<file path="src/hdl/noc_vca_pkg.sv">
// Shared types and constants for the first-free virtual channel allocator.
// Holds the request/result payload structs and the controller/datapath handshake.
// No dependencies.
`default_nettype none

package noc_vca_pkg;

  localparam int unsigned NUM_DIRS = 4;

  localparam int unsigned MODE_W  = 1;
  localparam int unsigned PORT_W  = 3;
  localparam int unsigned DIR_W   = 2;
  localparam int unsigned QOS_W   = 2;
  localparam int unsigned VCIDX_W = 2;
  localparam int unsigned VCID_W  = 3;
  localparam int unsigned GT_W    = 3;

  // Configuration port
  localparam int unsigned CFG_IDX_W  = 2;
  localparam int unsigned CFG_DATA_W = GT_W;

  localparam logic [CFG_IDX_W-1:0] CFG_QOS_ENABLE = 2'd0;
  localparam logic [CFG_IDX_W-1:0] CFG_GT_COUNT   = 2'd1;

  localparam logic [GT_W-1:0] GT_COUNT_RESET = 3'd2;

  // Item kinds
  localparam logic [MODE_W-1:0] MODE_REQ    = 1'b0;
  localparam logic [MODE_W-1:0] MODE_CREDIT = 1'b1;

  // QoS classes
  localparam logic [QOS_W-1:0] QOS_ANY  = 2'd0;
  localparam logic [QOS_W-1:0] QOS_GT   = 2'd1;
  localparam logic [QOS_W-1:0] QOS_BE   = 2'd2;
  localparam logic [QOS_W-1:0] QOS_NONE = 2'd3;

  typedef struct packed {
    logic [MODE_W-1:0]  mode;
    logic [PORT_W-1:0]  requester_port;
    logic [DIR_W-1:0]   direction;
    logic [QOS_W-1:0]   qos_class;
    logic [VCIDX_W-1:0] vc_index;
    logic               vc_free;
  } req_t;

  typedef struct packed {
    logic [PORT_W-1:0] grant_port;
    logic [VCID_W-1:0] vc_id;
    logic              granted;
    logic              congestion;
  } rsp_t;

  typedef struct packed {
    logic load_item;
    logic exec;
    logic load_result;
  } dp_cmd_t;

  typedef struct packed {
    logic is_req;
  } dp_sts_t;

endpackage

`default_nettype wire

</file>
<file path="src/hdl/noc_vc_first_free_allocator.sv">
// First-free virtual channel allocator for four output directions.
// An accepted item is loaded into the item register and executes once the result
// register is free or draining; a request's result is then registered as valid. The
// single item register and two-step sequencer take no new item until the last executes.
// Reset: all channels free, congestion clear, qos_enable 0, gt_count 2.
// Depends on noc_vca_pkg, noc_vca_ctrl, noc_vca_dp.
`default_nettype none

module noc_vc_first_free_allocator #(
  parameter int unsigned NUM_CHANNELS = 4
) (
  input  wire logic                               clk_i,
  input  wire logic                               rst_ni,
  input  wire logic                               in_valid_i,
  output logic                                    in_stall_o,
  input  wire noc_vca_pkg::req_t                  in_data_i,
  output logic                                    out_valid_o,
  input  wire logic                               out_stall_i,
  output noc_vca_pkg::rsp_t                       out_data_o,
  input  wire logic                               cfg_valid_i,
  output logic                                    cfg_ready_o,
  input  wire logic [noc_vca_pkg::CFG_IDX_W-1:0]  cfg_index_i,
  input  wire logic [noc_vca_pkg::CFG_DATA_W-1:0] cfg_data_i
);
  import noc_vca_pkg::*;

  dp_cmd_t cmd;
  dp_sts_t sts;

  assign cfg_ready_o = 1'b1;

  noc_vca_ctrl u_ctrl (
    .clk_i       (clk_i),
    .rst_ni      (rst_ni),
    .in_valid_i  (in_valid_i),
    .in_stall_o  (in_stall_o),
    .out_valid_o (out_valid_o),
    .out_stall_i (out_stall_i),
    .cmd_o       (cmd),
    .sts_i       (sts)
  );

  noc_vca_dp #(
    .NUM_CHANNELS (NUM_CHANNELS)
  ) u_dp (
    .clk_i       (clk_i),
    .rst_ni      (rst_ni),
    .cmd_i       (cmd),
    .sts_o       (sts),
    .in_data_i   (in_data_i),
    .cfg_we_i    (cfg_valid_i && cfg_ready_o),
    .cfg_index_i (cfg_index_i),
    .cfg_data_i  (cfg_data_i),
    .out_data_o  (out_data_o)
  );

  // A failed request always reports congestion
  a_fail_congested : assert property (@(posedge clk_i) disable iff (!rst_ni)
    out_valid_o && !out_data_o.granted |-> out_data_o.congestion)
    else $error("failed grant without congestion");

  // A granted channel lies inside the channel count
  a_grant_range : assert property (@(posedge clk_i) disable iff (!rst_ni)
    out_valid_o && out_data_o.granted && (NUM_CHANNELS < 8)
      |-> (32'(out_data_o.vc_id) < NUM_CHANNELS))
    else $error("granted channel out of range");

  // An accepted transfer blocks the input for the execute step
  a_exec_after_take : assert property (@(posedge clk_i) disable iff (!rst_ni)
    in_valid_i && !in_stall_o |=> in_stall_o)
    else $error("input not held off during execute");

  // A result is loaded only by a request being executed
  a_result_from_req : assert property (@(posedge clk_i) disable iff (!rst_ni)
    cmd.load_result |-> (cmd.exec && sts.is_req))
    else $error("result loaded without a request");

endmodule

`default_nettype wire

</file>
<file path="src/hdl/noc_vca_ctrl.sv">
// Sequencer for the allocator: input handshake, execute step, result valid.
// Depends on noc_vca_pkg.
`default_nettype none

module noc_vca_ctrl (
  input  wire logic                 clk_i,
  input  wire logic                 rst_ni,
  input  wire logic                 in_valid_i,
  output logic                      in_stall_o,
  output logic                      out_valid_o,
  input  wire logic                 out_stall_i,
  output noc_vca_pkg::dp_cmd_t      cmd_o,
  input  wire noc_vca_pkg::dp_sts_t sts_i
);
  import noc_vca_pkg::*;

  typedef enum logic {
    ST_IDLE,
    ST_EXEC
  } state_e;

  state_e state_q, state_d;
  logic   out_valid_q, out_valid_d;
  logic   in_take, out_take, can_finish;

  assign in_stall_o  = (state_q != ST_IDLE);
  assign in_take     = in_valid_i && !in_stall_o;
  assign out_take    = out_valid_q && !out_stall_i;
  // A request may only finish once the result register is free or draining.
  assign can_finish  = !sts_i.is_req || !out_valid_q || out_take;
  assign out_valid_o = out_valid_q;

  always_comb begin
    state_d           = state_q;
    cmd_o.load_item   = 1'b0;
    cmd_o.exec        = 1'b0;
    cmd_o.load_result = 1'b0;
    case (state_q)
      ST_IDLE: begin
        if (in_take) begin
          cmd_o.load_item = 1'b1;
          state_d         = ST_EXEC;
        end
      end
      ST_EXEC: begin
        if (can_finish) begin
          cmd_o.exec        = 1'b1;
          cmd_o.load_result = sts_i.is_req;
          state_d           = ST_IDLE;
        end
      end
      default: state_d = ST_IDLE;
    endcase
  end

  always_comb begin
    out_valid_d = out_valid_q;
    if (cmd_o.load_result) begin
      out_valid_d = 1'b1;
    end else if (out_take) begin
      out_valid_d = 1'b0;
    end
  end

  always_ff @(posedge clk_i or negedge rst_ni) begin
    if (!rst_ni) begin
      state_q     <= ST_IDLE;
      out_valid_q <= 1'b0;
    end else begin
      state_q     <= state_d;
      out_valid_q <= out_valid_d;
    end
  end

endmodule

`default_nettype wire

</file>
<file path="src/hdl/noc_vca_dp.sv">
// Datapath: item register, config registers, free maps, congestion flag,
// range mask and lowest-free search, result register. Depends on noc_vca_pkg.
`default_nettype none

module noc_vca_dp #(
  parameter int unsigned NUM_CHANNELS = 4
) (
  input  wire logic                                 clk_i,
  input  wire logic                                 rst_ni,
  input  wire noc_vca_pkg::dp_cmd_t                 cmd_i,
  output noc_vca_pkg::dp_sts_t                      sts_o,
  input  wire noc_vca_pkg::req_t                    in_data_i,
  input  wire logic                                 cfg_we_i,
  input  wire logic [noc_vca_pkg::CFG_IDX_W-1:0]    cfg_index_i,
  input  wire logic [noc_vca_pkg::CFG_DATA_W-1:0]   cfg_data_i,
  output noc_vca_pkg::rsp_t                         out_data_o
);
  import noc_vca_pkg::*;

  localparam int unsigned CW = $clog2(NUM_CHANNELS + 1);
  localparam int unsigned IW = (NUM_CHANNELS > 1) ? $clog2(NUM_CHANNELS) : 1;
  localparam logic [VCID_W-1:0] VcNone = VCID_W'(NUM_CHANNELS + 1);

  req_t                    item_q;
  rsp_t                    rsp_q, rsp_d;
  logic                    qos_enable_q;
  logic [GT_W-1:0]         gt_count_q;
  logic [NUM_CHANNELS-1:0] free_map_q [NUM_DIRS];
  logic [NUM_CHANNELS-1:0] free_map_d [NUM_DIRS];
  logic                    congested_q, congested_d;

  logic [QOS_W-1:0]        cls;
  logic [CW-1:0]           gt, lo, hi;
  logic [NUM_CHANNELS-1:0] cur_free, rng, cand, take, cred;
  logic [NUM_CHANNELS-1:0] next_free;
  logic                    found;
  logic [IW-1:0]           idx;

  assign sts_o.is_req = (item_q.mode == MODE_REQ);
  assign out_data_o   = rsp_q;

  // Search range from class and clamped guaranteed count
  always_comb begin
    cls = qos_enable_q ? item_q.qos_class : QOS_ANY;
    if (32'(gt_count_q) > NUM_CHANNELS) begin
      gt = CW'(NUM_CHANNELS);
    end else begin
      gt = CW'(gt_count_q);
    end
    case (cls)
      QOS_ANY: begin
        lo = '0;
        hi = CW'(NUM_CHANNELS);
      end
      QOS_GT: begin
        lo = '0;
        hi = gt;
      end
      QOS_BE: begin
        lo = gt;
        hi = CW'(NUM_CHANNELS);
      end
      default: begin
        lo = '0;
        hi = '0;
      end
    endcase
  end

  // Lowest free channel inside the range; one-hot pick then encode
  always_comb begin
    cur_free = free_map_q[item_q.direction];
    for (int c = 0; c < NUM_CHANNELS; c++) begin
      rng[c]  = (CW'(c) >= lo) && (CW'(c) < hi);
      cred[c] = (int'(item_q.vc_index) == c);
    end
    cand  = cur_free & rng;
    take  = cand & (~cand + NUM_CHANNELS'(1));
    found = |cand;
    idx   = '0;
    for (int c = 0; c < NUM_CHANNELS; c++) begin
      if (take[c]) begin
        idx = idx | IW'(c);
      end
    end
  end

  always_comb begin
    if (item_q.mode == MODE_CREDIT) begin
      next_free = item_q.vc_free ? (cur_free | cred) : (cur_free & ~cred);
    end else begin
      next_free = cur_free & ~take;
    end
    for (int d = 0; d < NUM_DIRS; d++) begin
      free_map_d[d] = free_map_q[d];
    end
    congested_d = congested_q;
    if (cmd_i.exec) begin
      free_map_d[item_q.direction] = next_free;
      if (item_q.mode == MODE_REQ && !found) begin
        congested_d = 1'b1;
      end
    end
    rsp_d.grant_port = item_q.requester_port;
    rsp_d.vc_id      = found ? VCID_W'(idx) : VcNone;
    rsp_d.granted    = found;
    rsp_d.congestion = congested_q | !found;
  end

  always_ff @(posedge clk_i or negedge rst_ni) begin
    if (!rst_ni) begin
      qos_enable_q <= 1'b0;
      gt_count_q   <= GT_COUNT_RESET;
      congested_q  <= 1'b0;
      for (int d = 0; d < NUM_DIRS; d++) begin
        free_map_q[d] <= '1;
      end
    end else begin
      if (cfg_we_i && cfg_index_i == CFG_QOS_ENABLE) begin
        qos_enable_q <= cfg_data_i[0];
      end
      if (cfg_we_i && cfg_index_i == CFG_GT_COUNT) begin
        gt_count_q <= cfg_data_i;
      end
      congested_q <= congested_d;
      for (int d = 0; d < NUM_DIRS; d++) begin
        free_map_q[d] <= free_map_d[d];
      end
    end
  end

  // Payload registers
  always_ff @(posedge clk_i) begin
    if (cmd_i.load_item) begin
      item_q <= in_data_i;
    end
    if (cmd_i.load_result) begin
      rsp_q <= rsp_d;
    end
  end

endmodule

`default_nettype wire
</file>
<file path="config.mk">
export PLATFORM = sky130hd
export DESIGN_NAME = noc_vc_first_free_allocator
export DESIGN_NICKNAME = d
export VERILOG_FILES = /design/src/hdl/noc_vca_pkg.sv /design/src/hdl/noc_vc_first_free_allocator.sv /design/src/hdl/noc_vca_ctrl.sv /design/src/hdl/noc_vca_dp.sv
export SDC_FILE = /design/constraint.sdc
export NUM_CORES = 1
export LEC_CHECK = 0
export ABC_AREA = 1
export BUFFER_PORTS_ARGS = -buffer_cell sky130_fd_sc_hd__buf_2
export CAP_MARGIN = 20
export CORE_MARGIN = 10
export CORE_UTILIZATION = 60
export DETAILED_ROUTE_END_ITERATION = 8
export PLACE_DENSITY = 0.85
export SYNTH_ARGS = -nofsm -noshare
export SYNTH_HDL_FRONTEND = slang
export SYNTH_SLANG_ARGS = --single-unit
</file>
<file path="constraint.sdc">
create_clock -name clk_i -period 2.7 [get_ports clk_i]
set_input_delay 0.27 -clock clk_i [delete_from_list [all_inputs] [get_ports clk_i]]
set_output_delay 0.27 -clock clk_i [all_outputs]
set_load 0.02 [all_outputs]
</file>
After elaboration in Yosys (flattened, before gate mapping):

Cells that the tools add are included.

* output and inout port bits: 11
* word-level logic and storage cells: 100
* register bits after elaboration: 42
* input port bits: 21

* $add $sub $neg: 1
* equality and inequality tests: 6
* reductions and logical operators: 24
* bitwise operators: 13
* muxes and demuxes: 24
* magnitude comparators: 11

Operator list (count)
* 4-bit two-way mux: 5
* 4-bit bitwise AND: 4
* 16-bit bitwise mux: 1
* 4-bit inverter: 3
* 1-bit logical AND: 10
* 2-bit two-way mux: 5
* 3-bit two-way mux: 3
* 4-bit binary-select mux with 2-bit select: 1
* 4-bit demux with 2-bit select: 1
* 2-bit by 1-bit == test with 1-bit output (second input constant): 3
* 2-bit == test (second input constant): 3
* 1-bit by 3-bit greater-or-equal comparator with 1-bit output (first input constant): 2
* 2-bit by 3-bit greater-or-equal comparator with 1-bit output (first input constant): 2
* 2-bit zero test: 3
* 1-bit by 3-bit less-than comparator with 1-bit output (first input constant): 2
* 2-bit by 3-bit less-than comparator with 1-bit output (first input constant): 2
* 1-bit two-way mux: 6
* 3-bit one-hot mux with 2 select lines: 1
* 4-bit by 1-bit adder with 4-bit output (second input constant): 1
* 1-bit zero test: 4
* 4-bit OR: 1
* 2-bit OR reduction: 2
* 4-bit OR reduction: 1
* 3-bit greater-or-equal comparator (second input constant): 1
* 9 further kinds: 12

Logic depth before layout (Yosys ltp):

* word-level depth: 14
* mapped depth: 12
* depth with buffers taken out: 12

Modules after synthesis:

A second synthesis with hierarchy kept.

* cell total of the unflattened synthesis: 227
* area total of the unflattened synthesis: 2019.4 sq um

By module, submodules not included
* noc_vca_dp: seq. area each 1117.3 sq um, cells each 210, instances 1, area an instance 1898.1 sq um
* noc_vca_ctrl: seq. area each 50.0 sq um, cells each 15, instances 1, area an instance 110.1 sq um
* noc_vc_first_free_allocator: seq. area each 0.0 sq um, cells each 2, instances 1, area an instance 11.3 sq um

Worst setup path after synthesis:

Ideal clock, no wire load.

* path kind: flip-flop to flip-flop
* start point: register u_ctrl.out_valid_q (netlist: u_ctrl.out_valid_o)
* end point: register u_dp.rsp_q, in the netlist u_dp.out_data_o[0] (enable)
* required time: 2326 ps
* clock period less this slack: 1550 ps
* path buffers: 0
* slack: 1150 ps
* arrival time: 1176 ps
* stages on the path, launching flop included: 6
* library setup time: 374 ps
* cells stage by stage: dfrtp_1 inv_1 nor3_1 nor2_1 inv_1 nor2_1

RTL lines
* start: declaration: line noc_vca_ctrl.sv:23 `logic out_valid_q, out_valid_d;`
* start signal: assignment: line noc_vca_ctrl.sv:71 `out_valid_q <= out_valid_d;`
* end signal: assignment: line noc_vca_dp.sv:138 `rsp_q <= rsp_d;`
* end: declaration: line noc_vca_dp.sv:25 `rsp_t rsp_q, rsp_d;`

Worst setup path in the final report:

* start point: register u_dp.item_q[10] (netlist bit)
* end point: register u_dp.congested_q

* cells in the longest elaborated chain, start to end: 5
* elaborated cells on any way between the ends: 7
* classes of those cells: 2 x mux; 1 x bitwise; 4 x reduce/logical

RTL lines
* start: declaration: line noc_vca_dp.sv:24 `req_t item_q;`
* start signal: assignment: line noc_vca_dp.sv:135 `item_q <= in_data_i;`
* 1-bit logical OR (2 in a row): line noc_vca_ctrl.sv:30 `assign can_finish = !sts_i.is_req || !out_valid_q || out_take;`
* 2-bit two-way mux: line noc_vca_ctrl.sv:46 `if (can_finish) begin`
* 2-bit two-way mux: line noc_vca_ctrl.sv:38 `case (state_q)`
* 2-bit AND reduction (no source line) *
* end signal: assignment: line noc_vca_dp.sv:125 `congested_q <= congested_d;`
* end: declaration: line noc_vca_dp.sv:30 `logic congested_q, congested_d;`

Every way passes the cells marked *; elsewhere a longest branch is shown, timed or not.
A chain may end at the register's enable or synchronous reset.

==> metrics.cfg <==
[setup_path]
worstReg2RegStart=u_dp.item_q[10]$_DFFE_PP_
worst-setup-path-type=reg -> reg
slowest_stage=nor2_1
critPathMaxFanout=9
endpoint=u_dp.congested_q$_DFFE_PN0P_
worst_ep_required_time_ns=3.00
path_cells=nor3_1 -> nor2_1 -> inv_1 -> nor2_1 -> inv_1 -> o21ai_2
r2r_slack_ns=0.88
start_kind=flop
ff2ff_path_depth=6
worstPathArrival_ns=2.12
startpoint=u_dp.item_q[10]$_DFFE_PP_
cp-end-kind=flop
cp_slowest_stage_delay_ns=0.61
rr_endpoint=u_dp.congested_q$_DFFE_PN0P_

[drt]
drt-pass1-iter-count=4
drcViolationCount=0
vias_per_cell=4.99
wire_per_inst_um=12.8
via_count=1593
drt_iter0_markers=95
antenna_left=0
routed_wl_um=4070

[cts]
insertion_delay_ns=0.36
cts_made_buffers=5
cts.htree.levels=2
cts_root_buf=clkbuf_4
cts_tree=built
clk_path_buf_depth=2
clk_pin_slew_ns=0.12
cts.sinks=42

[global_routing]
gr-total-overflow=0
met1_usage=0.154
grt_max_degree=24
grtUsageMet3=0.0535
top_usage_layer=met2
grtUsageMet2=0.241
grt_first_pass_wirelength_um=7020
grtUsageTotal=0.142
antenna_found_initial=0
grt_pass1_vias=1608

[finish]
layout_common_cells=87 x nand2_1, 30 x buf_2, 26 x nor2_1
layout_commonest_cell=nand2_1
nNetsFinal=293
stdcell_count=319
antennaDiodeCount=0
area_growth_pct=13.8
drive_gt1_frac=0.297

[floorplanning]
dieHeight_um=78.3
std_cell_rows=21
coreArea_um2=3310
ios=32
start_util=0.616
die_w_um=78.3
dieArea_um2=6130

[power_and_ir_drop]
pwr-share-seq=0.490
vdd_drop_max_v=0.000553
intPower_mw=1.36
sw_frac_of_total=0.369
pwr-share-comb=0.326
power.leakage_nw=1.08
pwr-share-clk=0.184
switching_power_uw=797
power.density_nw_per_um2=930

[timing]
rsz0062_at_grt=no
period_needed_ns=1.82
setup_violations=0
fmax_ghz=0.549
fin_crit_sh=0.675
fin_skew_ns=0.00458
slew_headroom=0.396
tns_ns=0
timing.final.hold_violations=0
worst_slew_pin_slew_ns=0.903
drv_slew=0

[yosys]
yosysSeqAreaShare=0.572
ys_ff_latch=42
yosysTopAreaCell=edfxtp_1
synth_area_um2=2040
synth_cell_type_count=25
synthesis.nets=257
synth_warnings=0
yosysTopAreaCellShare=0.280
synthCells=236
avgSynthCellArea_um2=8.64
synth.area.top_cells=edfxtp_1 28%, dfstp_2 22%, nand2_1 16%

[worst_hold_path]
min_path_type=in -> reg

[placement]
place.gp.congestion=0.891
post-place-cells=310
dp_hpwl_um=3150
io_buffers=30

[job]
cap_violations=0

[outcome]
status=finished, final reports clean

-- Yosys cell counts --
cell type and count:
a21oi_1 11, a31oi_1 1, buf_4 1, buf_6 1
clkinv_2 1, conb_1 1, dfrtp_1 6, dfstp_2 17
edfxtp_1 19, inv_1 25, inv_2 2, nand2_1 87
nand2_2 12, nand2_4 1, nand3_1 4, nand3_2 4
nand3b_1 1, nand4_1 1, nor2_1 26, nor2_2 2
nor3_1 1, o211ai_1 2, o21ai_0 5, o21ai_1 1
o21ai_2 4
-- final cells by class --
| cell class | count | area [um^2] |
|---|---|---|
| clock inverter | 3 | 45.0 |
| fill | 274 | 990 |
| sequential | 42 | 1170 |
| multi-input combinational | 164 | 747 |
| timing repair buffer | 31 | 160 |
| tap | 46 | 57.6 |
| clock buffer | 5 | 37.5 |
| inverter | 28 | 106 |
-- critical path, delay by kind of cell (launching register included) --
| family | cells | cell delay (ns) |
|---|---|---|
| AOI/OAI and AO/OA | 1 | 0.16 |
| and+or+nand+nor | 3 | 0.84 |
| buffers and inverters | 2 | 0.29 |
| DFF | 1 | 0.48 |
-- metal layers --
metal  wire length [um]  vias up  share of wire
li1                   -      811              -
met1               1700      732           0.42
met2               2040       46           0.50
met3                281        4          0.069
met4                 48        0          0.012
met5                  0        -              0
-- registers in the layout (all words and copies together) (netlist names) --
name                cells
u_dp.out_data_o         8
u_dp.qos_enable_q       1
u_dp.item_q            11
u_dp.congested_q        1
u_ctrl.in_stall_o       1
u_ctrl.out_valid_o      1
u_dp.gt_count_q         3
u_dp.free_map_q        16
-- cell families after synthesis --
family / after synthesis / synth area share
AO/OA/AOI/OAI: 24 / 0.0693
buffers and inverters: 30 / 0.0613
flip-flops: 42 / 0.572
other: 1 / 0.00184
AND/OR/NAND/NOR: 139 / 0.295
-- how the worst min path moves through the flow --
stage | from | endpoint | cells after the start
2_1_floorplan | rst_ni | u_ctrl.in_stall_o$_DFF_PN0_ | 0
3_3_place_gp | rst_ni | u_dp.congested_q$_DFFE_PN0P_ | 1
3_5_place_dp | rst_ni | u_dp.congested_q$_DFFE_PN0P_ | 1
4_1_cts | in_data_i[0] | u_dp.item_q[0]$_DFFE_PP_ | 1
5_1_grt | in_data_i[10] | u_dp.item_q[10]$_DFFE_PP_ | 1
6_report | in_data_i[10] | u_dp.item_q[10]$_DFFE_PP_ | 1
-- what timing repair did --
action                                 4_1_cts  5_1_grt
hold buffers                                 1        0
setup endpoints to repair                    0        0
setup buffers                                0        0
resized for setup                            0        0
endpoints found under the hold margin        6        0
-- power by group through the flow --
stage	logic, mW	registers, mW	clock network, mW
floorplan	0.485	1.08	0
global placement	0.684	1.06	0
detailed placement	0.707	1.07	0
CTS	0.710	1.06	0.406
global route	0.803	1.08	0.439
finish	0.704	1.06	0.397
-- per-stage QoR --
stage               power, mW  utilization  area [um^2]  setup slack, ns  hold WS (ns)
floorplan                1.57            -         2040             1.15       -0.0256
global placement         1.74        0.673         2230            0.980         0.267
detailed placement       1.78        0.673         2230            0.908         0.272
CTS                      2.17        0.701         2320            0.866        0.0679
global route             2.32        0.701         2320            0.655        0.0401
finish                   2.16        0.701         2320            0.878        0.0774
No activity file was read; power rests on OpenSTA's default activity.
